[src/rtl/core/text_to_bcd_tape_record_encoder_top_macros.svh]
// Assertion macros shared by the tape record encoder RTL.
// The macros refer to the i_clk and i_rst_n ports of the module that uses them.
`ifndef TEXT_TO_BCD_TAPE_RECORD_ENCODER_TOP_MACROS_SVH
`define TEXT_TO_BCD_TAPE_RECORD_ENCODER_TOP_MACROS_SVH

// The condition holds at every clock edge outside reset.
`define TTBENC_ASSERT_ALWAYS(label, cond) \
    label: assert property (@(posedge i_clk) disable iff (!i_rst_n) (cond)) \
        else $error("ttbenc: invariant violated");

// The consequent holds in the same cycle as the antecedent.
`define TTBENC_ASSERT_IMPLY(label, ante, cons) \
    label: assert property (@(posedge i_clk) disable iff (!i_rst_n) (ante) |-> (cons)) \
        else $error("ttbenc: implication violated");

`endif

[src/rtl/core/ttbenc_pkg.sv]
// Package for the tape record encoder: types, codes and the BCD tables.
// No dependencies; used by the front end, the queue, the output stage and the top level.
package ttbenc_pkg;

    localparam int unsigned ColMax      = 65528;
    localparam int unsigned RecLenReset = 84;
    localparam int unsigned QueueDepth  = 4;
    localparam int unsigned QPtrW       = 2;

    localparam logic [7:0] ChTab = 8'h09;
    localparam logic [7:0] ChLf  = 8'h0A;
    localparam logic [7:0] ChFf  = 8'h0C;
    localparam logic [7:0] ChCr  = 8'h0D;

    localparam logic [7:0] TapeMark = 8'o217;
    localparam logic [7:0] RecMark  = 8'o200;
    localparam logic [5:0] BlankCode = 6'o60;

    localparam logic CmdChar = 1'b0;
    localparam logic CmdEnd  = 1'b1;

    // One queue entry: one or two results of a single transaction.
    typedef struct packed {
        logic [7:0] tape0;
        logic [7:0] rep0;
        logic       two;
        logic [7:0] tape1;
        logic [7:0] rep1;
    } t_job;

    typedef struct packed {
        logic [7:0] tape_byte;
        logic [7:0] repeat_count;
        logic       last;
    } t_res;

    // Character to 6-bit BCD code. Lower case folds onto upper case.
    function automatic logic [5:0] bcd_lookup(input logic [7:0] ch);
        logic [7:0] up;
        logic [5:0] code;
        up = ch;
        if (ch >= 8'h61 && ch <= 8'h7A) begin
            up = ch & 8'hDF;
        end
        code = BlankCode;
        case (up) inside
            8'h21: code = 6'o52;
            8'h24: code = 6'o53;
            8'h27: code = 6'o14;
            8'h28: code = 6'o74;
            8'h29: code = 6'o34;
            8'h2A: code = 6'o54;
            8'h2B: code = 6'o20;
            8'h2C: code = 6'o73;
            8'h2D: code = 6'o40;
            8'h2E: code = 6'o33;
            8'h2F: code = 6'o61;
            [8'h30:8'h39]: code = 6'(up - 8'h30);
            8'h3D: code = 6'o13;
            8'h3F: code = 6'o32;
            [8'h41:8'h49]: code = 6'(up - 8'h41 + 8'o21);
            [8'h4A:8'h52]: code = 6'(up - 8'h4A + 8'o41);
            [8'h53:8'h5A]: code = 6'(up - 8'h53 + 8'o62);
            default: code = BlankCode;
        endcase
        return code;
    endfunction

    // Tape form: zero becomes 012, bit 020 flips the zone bit, even parity at bit 6.
    function automatic logic [7:0] tape_form(input logic [5:0] code);
        logic [5:0] c;
        c = code;
        if (c == 6'o00) begin
            c = 6'o12;
        end else if (c[4]) begin
            c = c ^ 6'o40;
        end
        return {1'b0, ^c, c};
    endfunction

    localparam logic [7:0] BlankByte = tape_form(BlankCode);

endpackage

[src/rtl/core/ttbenc_if.sv]
// Valid/ready channel interfaces for the tape record encoder.
// Fixed field widths; no package dependency.
interface ttbenc_in_if;
    logic       valid;
    logic       ready;
    logic       command;
    logic [7:0] char_code;

    modport source (output valid, command, char_code, input ready);
    modport sink   (input valid, command, char_code, output ready);
endinterface

interface ttbenc_out_if;
    logic       valid;
    logic       ready;
    logic [7:0] tape_byte;
    logic [7:0] repeat_count;
    logic       last;

    modport source (output valid, tape_byte, repeat_count, last, input ready);
    modport sink   (input valid, tape_byte, repeat_count, last, output ready);
endinterface

[src/rtl/core/ttbenc_front.sv]
// Front end: accepts characters, keeps the column count and builds queue entries.
// Depends on ttbenc_pkg, ttbenc_if and the assertion macro header.
`include "text_to_bcd_tape_record_encoder_top_macros.svh"

module ttbenc_front #(
    parameter int TAB_STOP   = 8,
    parameter int MAX_RECORD = 160
) (
    input  logic                i_clk,
    input  logic                i_rst_n,
    input  logic                i_cfg_wr_en,
    input  logic [7:0]          i_cfg_wr_data,
    ttbenc_in_if.sink           i_in,
    input  logic                i_full,
    output logic                o_push,
    output ttbenc_pkg::t_job    o_job
);
    import ttbenc_pkg::*;

    localparam int PhaseW      = (TAB_STOP > 1) ? $clog2(TAB_STOP) : 1;
    localparam int KW          = $clog2(TAB_STOP + 1);
    localparam int ColMaxPhase = ColMax % TAB_STOP;
    localparam int LenReset    = (RecLenReset > MAX_RECORD) ? MAX_RECORD : RecLenReset;

    logic [15:0]       r_col, n_col;
    logic [PhaseW-1:0] r_phase, n_phase;
    logic [7:0]        r_len, n_len;

    logic              accept;
    logic              at_zero;
    logic              col_lt_len;
    logic [7:0]        gap;
    logic [KW-1:0]     tab_k;
    logic [KW-1:0]     adv_n;
    logic [16:0]       adv_sum;
    logic [KW:0]       ph_sum;
    logic [15:0]       adv_col;
    logic [PhaseW-1:0] adv_phase;
    logic [7:0]        char_byte;

    assign accept     = i_in.valid && i_in.ready;
    assign i_in.ready = !i_full;
    assign at_zero    = (r_col == 16'd0);
    assign col_lt_len = (r_col < {8'd0, r_len});
    assign gap        = r_len - r_col[7:0];
    assign tab_k      = KW'(TAB_STOP) - KW'(r_phase);
    assign adv_n      = (i_in.char_code == ChTab) ? tab_k : KW'(1);
    assign char_byte  = tape_form(bcd_lookup(i_in.char_code)) | (at_zero ? RecMark : 8'd0);

    // Column advance with saturation; the tab phase tracks the column modulo the stop.
    always_comb begin
        adv_sum = {1'b0, r_col} + 17'(adv_n);
        ph_sum  = (KW+1)'(r_phase) + (KW+1)'(adv_n);
        if (adv_sum > 17'(ColMax)) begin
            adv_col   = 16'(ColMax);
            adv_phase = PhaseW'(ColMaxPhase);
        end else begin
            adv_col   = adv_sum[15:0];
            adv_phase = (ph_sum >= (KW+1)'(TAB_STOP)) ? PhaseW'(ph_sum - (KW+1)'(TAB_STOP))
                                                      : PhaseW'(ph_sum);
        end
    end

    always_comb begin
        n_col   = r_col;
        n_phase = r_phase;
        o_push  = 1'b0;
        o_job   = '0;
        n_len   = r_len;
        if (i_cfg_wr_en) begin
            n_len = ({1'b0, i_cfg_wr_data} > 9'(MAX_RECORD)) ? 8'(MAX_RECORD) : i_cfg_wr_data;
        end
        if (accept) begin
            if (i_in.command == CmdEnd) begin
                o_push = 1'b1;
                if (!at_zero && col_lt_len) begin
                    o_job = '{tape0: BlankByte, rep0: gap, two: 1'b1,
                              tape1: TapeMark, rep1: 8'd1};
                end else begin
                    o_job = '{tape0: TapeMark, rep0: 8'd1, two: 1'b0,
                              tape1: 8'd0, rep1: 8'd0};
                end
                n_col   = '0;
                n_phase = '0;
            end else begin
                case (i_in.char_code)
                    ChCr: begin
                    end
                    ChLf: begin
                        if (col_lt_len) begin
                            o_push = 1'b1;
                            if (at_zero) begin
                                o_job = '{tape0: BlankByte | RecMark, rep0: 8'd1,
                                          two: (r_len > 8'd1),
                                          tape1: BlankByte, rep1: r_len - 8'd1};
                            end else begin
                                o_job = '{tape0: BlankByte, rep0: gap, two: 1'b0,
                                          tape1: 8'd0, rep1: 8'd0};
                            end
                        end
                        n_col   = '0;
                        n_phase = '0;
                    end
                    ChFf: begin
                        o_push = 1'b1;
                        o_job  = '{tape0: TapeMark, rep0: 8'd1, two: 1'b0,
                                   tape1: 8'd0, rep1: 8'd0};
                    end
                    ChTab: begin
                        o_push = 1'b1;
                        if (at_zero) begin
                            o_job = '{tape0: BlankByte | RecMark, rep0: 8'd1,
                                      two: (tab_k > KW'(1)),
                                      tape1: BlankByte, rep1: 8'(tab_k - KW'(1))};
                        end else begin
                            o_job = '{tape0: BlankByte, rep0: 8'(tab_k), two: 1'b0,
                                      tape1: 8'd0, rep1: 8'd0};
                        end
                        n_col   = adv_col;
                        n_phase = adv_phase;
                    end
                    default: begin
                        o_push  = 1'b1;
                        o_job   = '{tape0: char_byte, rep0: 8'd1, two: 1'b0,
                                    tape1: 8'd0, rep1: 8'd0};
                        n_col   = adv_col;
                        n_phase = adv_phase;
                    end
                endcase
            end
        end
    end

    always_ff @(posedge i_clk) begin
        if (!i_rst_n) begin
            r_col   <= '0;
            r_phase <= '0;
            r_len   <= 8'(LenReset);
        end else begin
            r_col   <= n_col;
            r_phase <= n_phase;
            r_len   <= n_len;
        end
    end

    `TTBENC_ASSERT_ALWAYS(a_col_saturates, r_col <= 16'(ColMax))
    `TTBENC_ASSERT_IMPLY(a_phase_zero_at_start, r_col == 16'd0, r_phase == '0)

endmodule

[src/rtl/core/ttbenc_fifo.sv]
// Short queue of result entries between the front end and the output stage.
// Depends on ttbenc_pkg and the assertion macro header.
`include "text_to_bcd_tape_record_encoder_top_macros.svh"

module ttbenc_fifo (
    input  logic             i_clk,
    input  logic             i_rst_n,
    input  logic             i_push,
    input  ttbenc_pkg::t_job i_job,
    input  logic             i_pop,
    output logic             o_full,
    output logic             o_empty,
    output ttbenc_pkg::t_job o_job
);
    import ttbenc_pkg::*;

    t_job             r_mem [QueueDepth];
    logic [QPtrW-1:0] r_wr_ptr, n_wr_ptr;
    logic [QPtrW-1:0] r_rd_ptr, n_rd_ptr;
    logic [QPtrW:0]   r_count, n_count;
    logic             do_push;
    logic             do_pop;

    assign o_full  = (r_count == (QPtrW+1)'(QueueDepth));
    assign o_empty = (r_count == '0);
    assign o_job   = r_mem[r_rd_ptr];
    assign do_push = i_push && !o_full;
    assign do_pop  = i_pop && !o_empty;

    always_comb begin
        n_wr_ptr = do_push ? r_wr_ptr + QPtrW'(1) : r_wr_ptr;
        n_rd_ptr = do_pop  ? r_rd_ptr + QPtrW'(1) : r_rd_ptr;
        n_count  = r_count + (QPtrW+1)'(do_push) - (QPtrW+1)'(do_pop);
    end

    always_ff @(posedge i_clk) begin
        if (do_push) begin
            r_mem[r_wr_ptr] <= i_job;
        end
    end

    always_ff @(posedge i_clk) begin
        if (!i_rst_n) begin
            r_wr_ptr <= '0;
            r_rd_ptr <= '0;
            r_count  <= '0;
        end else begin
            r_wr_ptr <= n_wr_ptr;
            r_rd_ptr <= n_rd_ptr;
            r_count  <= n_count;
        end
    end

    `TTBENC_ASSERT_ALWAYS(a_count_bound, r_count <= (QPtrW+1)'(QueueDepth))
    `TTBENC_ASSERT_IMPLY(a_no_pop_empty, i_pop, !o_empty)

endmodule

[src/rtl/core/ttbenc_back.sv]
// Output stage: splits queue entries into results and holds them in an output register.
// Depends on ttbenc_pkg, ttbenc_if and the assertion macro header.
`include "text_to_bcd_tape_record_encoder_top_macros.svh"

module ttbenc_back (
    input  logic             i_clk,
    input  logic             i_rst_n,
    input  logic             i_empty,
    input  ttbenc_pkg::t_job i_job,
    output logic             o_pop,
    ttbenc_out_if.source     o_out
);
    import ttbenc_pkg::*;

    logic       r_valid, n_valid;
    logic       r_pend, n_pend;
    t_res       r_res, n_res;
    logic [7:0] r_sec_tape, n_sec_tape;
    logic [7:0] r_sec_rep, n_sec_rep;
    logic       can_load;

    // The register can take a new result when empty or when its result leaves now.
    assign can_load = !r_valid || o_out.ready;
    assign o_pop    = can_load && !r_pend && !i_empty;

    always_comb begin
        n_valid    = r_valid;
        n_pend     = r_pend;
        n_res      = r_res;
        n_sec_tape = r_sec_tape;
        n_sec_rep  = r_sec_rep;
        if (can_load) begin
            if (r_pend) begin
                n_res   = '{tape_byte: r_sec_tape, repeat_count: r_sec_rep, last: 1'b1};
                n_valid = 1'b1;
                n_pend  = 1'b0;
            end else if (!i_empty) begin
                n_res      = '{tape_byte: i_job.tape0, repeat_count: i_job.rep0,
                               last: !i_job.two};
                n_valid    = 1'b1;
                n_pend     = i_job.two;
                n_sec_tape = i_job.tape1;
                n_sec_rep  = i_job.rep1;
            end else begin
                n_valid = 1'b0;
            end
        end
    end

    always_ff @(posedge i_clk) begin
        if (!i_rst_n) begin
            r_valid <= 1'b0;
            r_pend  <= 1'b0;
        end else begin
            r_valid <= n_valid;
            r_pend  <= n_pend;
        end
    end

    always_ff @(posedge i_clk) begin
        r_res      <= n_res;
        r_sec_tape <= n_sec_tape;
        r_sec_rep  <= n_sec_rep;
    end

    assign o_out.valid        = r_valid;
    assign o_out.tape_byte    = r_res.tape_byte;
    assign o_out.repeat_count = r_res.repeat_count;
    assign o_out.last         = r_res.last;

    `TTBENC_ASSERT_IMPLY(a_pend_needs_valid, r_pend, r_valid)
    `TTBENC_ASSERT_IMPLY(a_first_of_pair, r_valid && !r_res.last, r_pend)

endmodule

[src/rtl/core/text_to_bcd_tape_record_encoder_top.sv]
// Text to 7-track BCD tape record encoder, top level.
// Input channel i_in carries a command (0 = character, 1 = end of input) and a
// character byte; output channel o_out carries tape_byte, repeat_count and last,
// where last marks the final result of an input transaction. Both channels are
// valid/ready. The record length register is written through i_cfg_wr_en and
// i_cfg_wr_data by the user, only while the block is idle, which the block does not
// enforce. Values above MAX_RECORD act as MAX_RECORD. Each accepted transaction yields
// zero, one or two results. One transaction is accepted per cycle, as i_in.ready falls
// only when the queue is full; a transaction with two results holds the output register
// for both, and a four-entry queue between the front end and the output stage absorbs
// the difference, so the output register sets the sustained rate at one result a cycle
// while the receiver is ready. When the receiver stalls, the output register holds its
// result and the queue fills. A synchronous active-low reset empties the queue, clears
// the column count and sets the record length to min(84, MAX_RECORD).
// Depends on ttbenc_pkg, ttbenc_if, ttbenc_front, ttbenc_fifo and ttbenc_back.

module text_to_bcd_tape_record_encoder_top #(
    parameter int TAB_STOP   = 8,
    parameter int MAX_RECORD = 160
) (
    input  logic          i_clk,
    input  logic          i_rst_n,
    input  logic          i_cfg_wr_en,
    input  logic [7:0]    i_cfg_wr_data,
    ttbenc_in_if.sink     i_in,
    ttbenc_out_if.source  o_out
);
    import ttbenc_pkg::*;

    logic full;
    logic empty;
    logic push;
    logic pop;
    t_job job_in;
    t_job job_out;

    ttbenc_front #(
        .TAB_STOP   (TAB_STOP),
        .MAX_RECORD (MAX_RECORD)
    ) u_front (
        .i_clk         (i_clk),
        .i_rst_n       (i_rst_n),
        .i_cfg_wr_en   (i_cfg_wr_en),
        .i_cfg_wr_data (i_cfg_wr_data),
        .i_in          (i_in),
        .i_full        (full),
        .o_push        (push),
        .o_job         (job_in)
    );

    ttbenc_fifo u_fifo (
        .i_clk   (i_clk),
        .i_rst_n (i_rst_n),
        .i_push  (push),
        .i_job   (job_in),
        .i_pop   (pop),
        .o_full  (full),
        .o_empty (empty),
        .o_job   (job_out)
    );

    ttbenc_back u_back (
        .i_clk   (i_clk),
        .i_rst_n (i_rst_n),
        .i_empty (empty),
        .i_job   (job_out),
        .o_pop   (pop),
        .o_out   (o_out)
    );

endmodule
[src/flat_wrapper.sv]
// flat-port wrapper written by rule: the top's interface ports become plain ports
module text_to_bcd_tape_record_encoder_top_flat import ttbenc_pkg::*;
#(
    parameter int TAB_STOP   = 8,
    parameter int MAX_RECORD = 160
)
  (i_clk, i_rst_n, i_cfg_wr_en, i_cfg_wr_data, i_in_valid, i_in_command, i_in_char_code, i_in_ready, o_out_valid, o_out_tape_byte, o_out_repeat_count, o_out_last, o_out_ready);
  ttbenc_in_if i_in_i ();
  ttbenc_out_if o_out_i ();
  input  logic i_clk;
  input  logic i_rst_n;
  input  logic i_cfg_wr_en;
  input  logic [7:0] i_cfg_wr_data;
  input wire logic [$bits(i_in_i.valid)-1:0] i_in_valid;
  input wire logic [$bits(i_in_i.command)-1:0] i_in_command;
  input wire logic [$bits(i_in_i.char_code)-1:0] i_in_char_code;
  output wire logic [$bits(i_in_i.ready)-1:0] i_in_ready;
  output wire logic [$bits(o_out_i.valid)-1:0] o_out_valid;
  output wire logic [$bits(o_out_i.tape_byte)-1:0] o_out_tape_byte;
  output wire logic [$bits(o_out_i.repeat_count)-1:0] o_out_repeat_count;
  output wire logic [$bits(o_out_i.last)-1:0] o_out_last;
  input wire logic [$bits(o_out_i.ready)-1:0] o_out_ready;
  assign i_in_i.valid = i_in_valid;
  assign i_in_i.command = i_in_command;
  assign i_in_i.char_code = i_in_char_code;
  assign i_in_ready = i_in_i.ready;
  assign o_out_valid = o_out_i.valid;
  assign o_out_tape_byte = o_out_i.tape_byte;
  assign o_out_repeat_count = o_out_i.repeat_count;
  assign o_out_last = o_out_i.last;
  assign o_out_i.ready = o_out_ready;
  text_to_bcd_tape_record_encoder_top #(.TAB_STOP(TAB_STOP), .MAX_RECORD(MAX_RECORD)) u_core (.i_clk(i_clk), .i_rst_n(i_rst_n), .i_cfg_wr_en(i_cfg_wr_en), .i_cfg_wr_data(i_cfg_wr_data), .i_in(i_in_i), .o_out(o_out_i));
endmodule
[config.mk]
export PLATFORM = sky130hd
export DESIGN_NAME = text_to_bcd_tape_record_encoder_top_flat
export DESIGN_NICKNAME = d
export VERILOG_FILES = /design/src/rtl/core/ttbenc_pkg.sv /design/src/rtl/core/ttbenc_if.sv /design/src/rtl/core/ttbenc_front.sv /design/src/rtl/core/ttbenc_fifo.sv /design/src/rtl/core/ttbenc_back.sv /design/src/rtl/core/text_to_bcd_tape_record_encoder_top.sv /design/src/flat_wrapper.sv
export VERILOG_INCLUDE_DIRS = /design/src /design/src/rtl/core
export SDC_FILE = /design/constraint.sdc
export NUM_CORES = 1
export LEC_CHECK = 0
export BUFFER_PORTS_ARGS = -buffer_cell sky130_fd_sc_hd__buf_2
export CAP_MARGIN = 10
export CELL_PAD_IN_SITES_DETAIL_PLACEMENT = 1
export CELL_PAD_IN_SITES_GLOBAL_PLACEMENT = 1
export CORE_MARGIN = 2
export CORE_UTILIZATION = 54
export DETAILED_ROUTE_END_ITERATION = 10
export GPL_ROUTABILITY_DRIVEN = 0
export PLACE_DENSITY_LB_ADDON = 0.25
export SETUP_SLACK_MARGIN = 0.5
export SYNTH_ARGS = -nofsm -noshare
export SYNTH_HDL_FRONTEND = slang
export SYNTH_SLANG_ARGS = --single-unit
[constraint.sdc]
create_clock -name i_clk -period 12.4 [get_ports i_clk]
set_input_delay 0.62 -clock i_clk [delete_from_list [all_inputs] [get_ports i_clk]]
set_output_delay 0.62 -clock i_clk [all_outputs]
set_load 0.01 [all_outputs]
==> run summary, run 1 <==
The largest fanout on the critical path works out to 18. The routed layout has 7107 vias. After synthesis the netlist holds a flip-flop and latch count of 173. TritonCTS built the clock tree. The cell area after layout is 10300 sq um, and the number of enable-type register cells in the synthesized netlist is 135. The count of boundary I/O pins is 41, and the net count after synthesis is 896. The most instantiated flip-flop cell in the synthesis netlist is sky130_fd_sc_hd__edfxtp_1.

The first global-routing pass estimated 42400 um of wire. The logs give 108 uV for the worst ir drop on vdd and 0 for the remaining antenna violation count after routing. The share of flip-flops with an asynchronous set or reset came out at 0. After detailed routing, the number of remaining DRC violations is 0. The combined global-route utilization of all metal layers was 0.305; the clock-pin slew on the worst setup and hold paths was 70 ps. The number of antenna violations at the first check in global routing is 0.

The run gives 0.546 as the starting density of the core. The run gives 9310 sq um as the mapped cell area. The number of hold buffers added after CTS was 0. In the routed layout, each cell is associated on average with a via count of 6.47. Summed over all cells, the static leakage comes to 3.83 nW. The run finished with clean final reports. The cell at the root of the clock tree was sky130_fd_sc_hd__clkbuf_16. Data on the critical path arrives at its endpoint at 6010 ps.

The worst max-slew margin expressed relative to the limit came out at 0.209. The total power of the final layout is 1.80 mW. During placement, the flow inserted port buffers numbering 40. Each instance of the synthesized netlist takes up on average 11.2 sq um.

After detailed placement, the total cell area comes to 9720 sq um. The HPWL after detailed placement is 18200 um. After the first detailed-routing iteration, the DRC count stood at 467. The type of the tightest min-delay check is in2reg.

For this design the ratio of total power to cell area is 174 nW/um^2. The tools report the critical path capture point type as a flip-flop. Counting every sink on the clock net gives 173.

The count of nets after finishing came out at 926. The average wire per standard cell was 24.4 um; the die boundary height was 135 um. At the worst endpoint, the required time is 12600 ps.

The clock latency of the later-clocked register in the worst-skew pair is 440 ps, and the number of H-tree levels is 4. Setup violations remaining at the end of the flow were counted as 0. The share of the cycle needed by the critical path after routing is 0.468, and the routed wire length is 26800 um. The count of final max-slew check failures was 0; the register area share after synthesis was 0.517. The share of cells above drive strength 1 works out to 0.155.

For the pin with the worst max-slew slack, the measured transition is 1190 ps. The tools report the total clock buffers created by CTS as 17. The Yosys step of the flow raised 0 warnings. The final critical delay including setup and external delays was 5800 ps; the number of hold violations in the final report was 0.

The number of global-route vias before repair came out at 7599. The worst setup path is launched from a primary input. For the final database, setup skew stands at 13.0 ps. After floorplanning, the core was divided into 48 placement rows.

The critical path start-end classification was in2reg. Core outline area: 17100 sq um. The die covers 18300 sq um. Signed area change from the synthesized netlist to the final layout: 10.8%. The total congestion overflow after global routing is 0, and the final antenna diode count is 0. The total of cells resized after clock tree synthesis is 0, and the number of iterations in the first detailed-routing pass is 4.

Based on the critical path, the design can be clocked at up to 172 MHz. The max capacitance violation total came out at 0. The clock passes through at most 2 buffers.

Post-CTS timing repair inserted 0 buffers for setup. In the synthesized netlist, the number of instances is 830. The distinct cell type count after synthesis came out at 74. Summed over all failing endpoints, the final setup total negative slack is 0 ps.

The die is 135 um wide. Setup repair after global routing left no endpoint under its margin. Entering global routing, the biggest net connects 33 pins.
area by class of cell:
cell class	count	area, sq um
sequential	173	4820
inverter	48	180
timing repair buffer	48	260
clock inverter	15	171
tap	225	282
fill	1808	6740
multi-input combinational	572	4180
clock buffer	17	425
worst paths after layout:
check	to	slack (ps)	cells past startpoint	from
max	u_core.u_fifo.r_mem[3][31]	6600	23	i_in_char_code[1]
min	u_core.u_front.r_len[2]	430	3	i_cfg_wr_data[2]
max reg2reg	u_core.u_fifo.r_count[2]	7620	20	u_core.u_front.r_col[1]
min reg2reg	u_core.u_front.r_col[10]	500	2	u_core.u_front.r_col[10]
through the flow:
stage,cells,hold WS (ps),setup WS [ps],util
3_5_place_dp,1066,496,6250,0.570
5_1_grt,1098,433,6270,0.605
2_1_floorplan,830,458,7030,-
3_3_place_gp,1066,487,6590,0.570
4_1_cts,1098,429,6660,0.605
6_report,1098,430,6600,0.605
report_power, final:
part,total [mW],switching (mW),internal (mW)
registers,0.801,0.0478,0.753
clock network,0.540,0.252,0.288
logic,0.455,0.274,0.181
flip-flops by register name, indices dropped and copies added (netlist names), 3 cells and up, named ones only:
| signal | flops |
|---|---|
| u_core.u_back.r_sec_rep | 8 |
| u_core.u_front.r_len | 8 |
| u_core.u_fifo.r_count | 3 |
| u_core.u_fifo.r_mem | 108 |
| u_core.u_front.r_phase | 3 |
| u_core.u_front.r_col | 16 |
| u_core.u_back.o_out.repeat_count | 8 |
| u_core.u_back.o_out.tape_byte | 8 |
critical path: stages:
cell and delay, ps:
sky130_fd_sc_hd__buf_2 200, sky130_fd_sc_hd__inv_1 130, sky130_fd_sc_hd__ha_1 420, sky130_fd_sc_hd__or4b_1 590
sky130_fd_sc_hd__a22o_1 280, sky130_fd_sc_hd__nor2_1 110, sky130_fd_sc_hd__o21ai_0 180, sky130_fd_sc_hd__ha_1 270
sky130_fd_sc_hd__inv_1 90, sky130_fd_sc_hd__a41oi_1 50, sky130_fd_sc_hd__o22a_1 280, sky130_fd_sc_hd__a21oi_1 340
sky130_fd_sc_hd__o21ai_0 190, sky130_fd_sc_hd__a21oi_1 160, sky130_fd_sc_hd__o21ai_0 110, sky130_fd_sc_hd__a22o_1 200
sky130_fd_sc_hd__a21boi_0 160, sky130_fd_sc_hd__ha_1 180, sky130_fd_sc_hd__o211ai_1 90, sky130_fd_sc_hd__or4b_4 530
sky130_fd_sc_hd__and3_4 200, sky130_fd_sc_hd__a211o_1 260, sky130_fd_sc_hd__a31oi_1 350
kinds of logic (layout without fill, tap and decap cells):
| logic type | count (synthesis) | after routing | synth area share |
|---|---|---|---|
| AND/OR/NAND/NOR | 259 | 259 | 0.137 |
| AO/OA/AOI/OAI | 205 | 205 | 0.147 |
| flip-flops | 173 | 173 | 0.517 |
| buffers and inverters | 85 | 128 | 0.0352 |
| adder cells (fa/ha/maj) | 44 | 44 | 0.0615 |
| multiplexers | 37 | 37 | 0.0773 |
| XOR/XNOR | 27 | 27 | 0.0254 |
per-layer routing:
metal / global-route usage / wire length (um) / vias up
li1: - / - / 3176
met1: 0.370 / 10500 / 3594
met2: 0.563 / 14500 / 276
met3: 0.0355 / 1110 / 61
met4: 0.108 / 747 / 0
met5: 0 / 0 / -
synth_stat cells (13+ instances only):
library cell,instances,area share
sky130_fd_sc_hd__edfxtp_1,135,0.44
sky130_fd_sc_hd__nor2_1,84,0.034
sky130_fd_sc_hd__nand2_1,53,0.021
sky130_fd_sc_hd__inv_1,46,0.019
sky130_fd_sc_hd__o21ai_0,46,0.025
sky130_fd_sc_hd__a21oi_1,44,0.024
sky130_fd_sc_hd__ha_1,41,0.055
sky130_fd_sc_hd__dfxtp_1,38,0.082
sky130_fd_sc_hd__clkbuf_1,32,0.013
sky130_fd_sc_hd__mux4_2,27,0.065
sky130_fd_sc_hd__nand3_1,21,0.011
sky130_fd_sc_hd__a21o_1,18,0.015
sky130_fd_sc_hd__nor3_1,18,0.0097
sky130_fd_sc_hd__xnor2_1,18,0.017
sky130_fd_sc_hd__and2_1,13,0.0087
sky130_fd_sc_hd__nor4_1,13,0.0087
sky130_fd_sc_hd__o21a_1,13,0.010
cell usage in the layout, fill, tap and decap left out, drive strengths merged, types with 5 or more instances in the layout:
master,instances
ha,41
dfxtp,38
o21a,13
buf,48
a211oi,5
and3,10
a32oi,7
nor2,85
a21o,18
nand2b,6
a21oi,44
or3,6
a22oi,7
mux4,27
nand3b,6
xor2,9
o211ai,10
mux2,9
a31oi,9
xnor2,18
o21ai,50
nor4,13
inv,57
nand2,53
nor3,18
clkbuf,17
nand3,21
edfxtp,135
and2,13
nor2b,10
No activity file was read; power rests on OpenSTA's default activity.
==> run 2: changes to the inputs <==
Settings changed: CORE_UTILIZATION 54 to 50.
Clock period 12.4 ns to 5.55 ns, I/O delays scaled along.
==> run summary, run 2 (synthesis results as in run 1) <==
The tools report the worst max-slew margin expressed relative to the limit as 0.279. The number of hold violations in the final report came out at 0. Count of boundary I/O pins: 41. The final critical delay including setup and external delays was 4800 ps; the max capacitance violation total was 0. The amount of wire on met2 after detailed routing was 12500 um. The die is 140 um wide. Cell at the root of the clock tree: sky130_fd_sc_hd__clkbuf_16. The first global-routing pass estimated 39400 um of wire. The worst ir drop on vdd was 240 uV.

The logs give 2 for the maximum clock path buffer count and 10600 um for the wire length the detailed router placed on met1. TritonCTS built the clock tree. Starting density of the core: 0.513. Ranked by flip-flop count, first place goes to u_core.u_fifo.r_mem.

Leaving out fill and tap cells, the most frequent cell in the layout is sky130_fd_sc_hd__edfxtp_1. Detailed routing inserted a total of 6866 vias. The flow ran to the end, and the final reports show no timing, DRC or antenna violations. In the final layout, the registers with the most flip-flops are u_core.u_fifo.r_mem (108), u_core.u_front.r_col (16).

In this run, the number of DRC markers left after iteration 0 of detailed routing was 488. For the worst flop-to-flop path, the logic depth is 20. The tools report the critical path capture point type as a flip-flop.

The register with the most flip-flops in the layout has 108 of them. Setup repair after global routing left no endpoint under its margin. The number of global-route vias before repair is 7216, and the total half-perimeter wirelength after legalization and detailed placement is 17400 um. The clock-pin slew on the worst setup and hold paths was 70 ps. In this run the worst hold path is classified as in2reg.

In the routed layout, each cell is associated on average with a via count of 6.21. The largest fanout on the critical path is 11, and the number of iterations in the first detailed-routing pass is 5. The count of final max-slew check failures was 0; the hold path depth was 3. After detailed routing, the average wire length per cell comes to 22.1 um. The maximum number of pins on one net before global-route repair was 33; the transition time of the tightest slew-check pin was 1080 ps.

The fmax is 208 MHz, and the arrival time reported for the critical path endpoint is 5060 ps. For the data required time at the worst endpoint, the log shows 5810 ps. The logs give 4 for the number of H-tree levels and 0 for the total congestion overflow after global routing. Setup slack closes at 748 ps.

The run gives 14.4 ps as the worst-case clock skew. For this design the ratio of total power to cell area is 379 nW/um^2. Measured along the y axis, the die boundary spans 140 um. Share of the cycle needed by the critical path after routing: 0.865. The run gives 0 as the number of antenna violations at the first check in global routing. Input and output buffers added on the ports amount to 40.

Routed wire length: 24500 um. Share of cells above drive strength 1: 0.165. Timing analysis after detailed placement gives a worst setup slack of 80.3 ps. For this run, the post-layout net count is 930. The tools report the number of setup violations in the final report as 0. Combined global-route utilization of all metal layers: 0.257.

The floorplan has 49 rows. The die covers 19700 sq um. The setup path with the least slack is of type in2reg.

STA classifies the critical path startpoint as a primary input. In the layout the commonest cells are sky130_fd_sc_hd__edfxtp_1 (135), sky130_fd_sc_hd__nor2_1 (83), sky130_fd_sc_hd__nand2_1 (53). The clock reaches the later pin of the worst-skew pair after 430 ps.

In the routed design, unresolved DRC markers number 0. Static leakage: 3.85 nW. Detailed routing placed a total of 953 um of wire on met3. The number of antenna diodes in the final layout is 0. The run gives 17 as the total clock buffers created by CTS.

The highest layer touched by signal routing is met4. The core region is 18100 sq um. The logs give 0 for the remaining antenna violation count after routing and 0 ps for the setup TNS. From synthesis to final layout, the design area changed by 11.5%. CTS saw 173 sinks.
==> run 2: cell types whose count changed in the layout (fill, tap and decap cells not counted), moves of 2 or more <==
cell	previous run	this run
sky130_fd_sc_hd__ha_1	41	38
sky130_fd_sc_hd__inv_12	0	2
sky130_fd_sc_hd__clkinv_4	0	3
sky130_fd_sc_hd__buf_4	8	12
sky130_fd_sc_hd__and3_1	7	9
sky130_fd_sc_hd__ha_2	0	2
sky130_fd_sc_hd__and3_2	2	0
==> run 2: repair_timing <==
| item | CTS | global route |
|---|---|---|
| setup buffers | 0 | 1 |
| hold buffers | 0 | 0 |
| setup endpoints to repair | 0 | 12 |
| gates resized for setup | 0 | 12 |
==> run 2: where the power goes <==
| group | total (mW) | switching, mW | internal (mW) |
|---|---|---|---|
| combinational | 0.942 | 0.535 | 0.407 |
| clock | 1.18 | 0.575 | 0.608 |
| sequential | 1.81 | 0.135 | 1.68 |
==> run 2: metrics by stage <==
stage,instance area [sq um],std cells,utilization,hold WS (ps),total power [mW]
floorplan,9310,830,-,376,2.44
global placement,9750,1073,0.537,471,2.70
detailed placement,9750,1073,0.537,503,2.79
CTS,10300,1105,0.569,61.0,3.97
global route,10400,1106,0.572,82.3,4.13
finish,10400,1106,0.572,72.8,3.94
==> run 2: final timing paths <==
kind,start,slack [ps],endpoint
worst max-delay path,i_in_char_code[1],750,u_core.u_fifo.r_mem[0][31]
worst min-delay path,i_cfg_wr_data[2],70,u_core.u_front.r_len[2]
worst max register to register,u_core.u_front.r_col[1],1250,u_core.u_fifo.r_count[2]
worst min register to register,u_core.u_front.r_col[14],520,u_core.u_front.r_col[14]
==> run 2: layout make-up <==
cell class | count | area, sq um
timing repair buffer | 52 | 293
clock buffer | 17 | 425
clock inverter | 15 | 163
multi-input combinational | 572 | 4220
fill | 1923 | 7760
tap | 229 | 287
sequential | 173 | 4820
inverter | 48 | 180
==> run 2: critical path: stages <==
cell and delay [ps]:
sky130_fd_sc_hd__clkbuf_4 180, sky130_fd_sc_hd__inv_1 130, sky130_fd_sc_hd__ha_1 230, sky130_fd_sc_hd__or4b_1 530
sky130_fd_sc_hd__a22o_1 270, sky130_fd_sc_hd__nor2_1 140, sky130_fd_sc_hd__o21ai_1 140, sky130_fd_sc_hd__ha_2 230
sky130_fd_sc_hd__nor2b_2 150, sky130_fd_sc_hd__a211oi_1 80, sky130_fd_sc_hd__o211ai_1 340, sky130_fd_sc_hd__and2_4 230
sky130_fd_sc_hd__nand2_1 50, sky130_fd_sc_hd__a21oi_1 130, sky130_fd_sc_hd__o21ai_0 120, sky130_fd_sc_hd__a22o_1 190
sky130_fd_sc_hd__a21boi_0 170, sky130_fd_sc_hd__ha_1 180, sky130_fd_sc_hd__o211ai_1 90, sky130_fd_sc_hd__or4b_4 520
sky130_fd_sc_hd__and3_4 190, sky130_fd_sc_hd__a211o_1 300, sky130_fd_sc_hd__a31oi_4 190
==> run 2: metal layers <==
layer	track usage	vias up
li1	-	3181
met1	0.337	3454
met2	0.448	194
met3	0.0386	37
met4	0.0705	0
met5	0	-
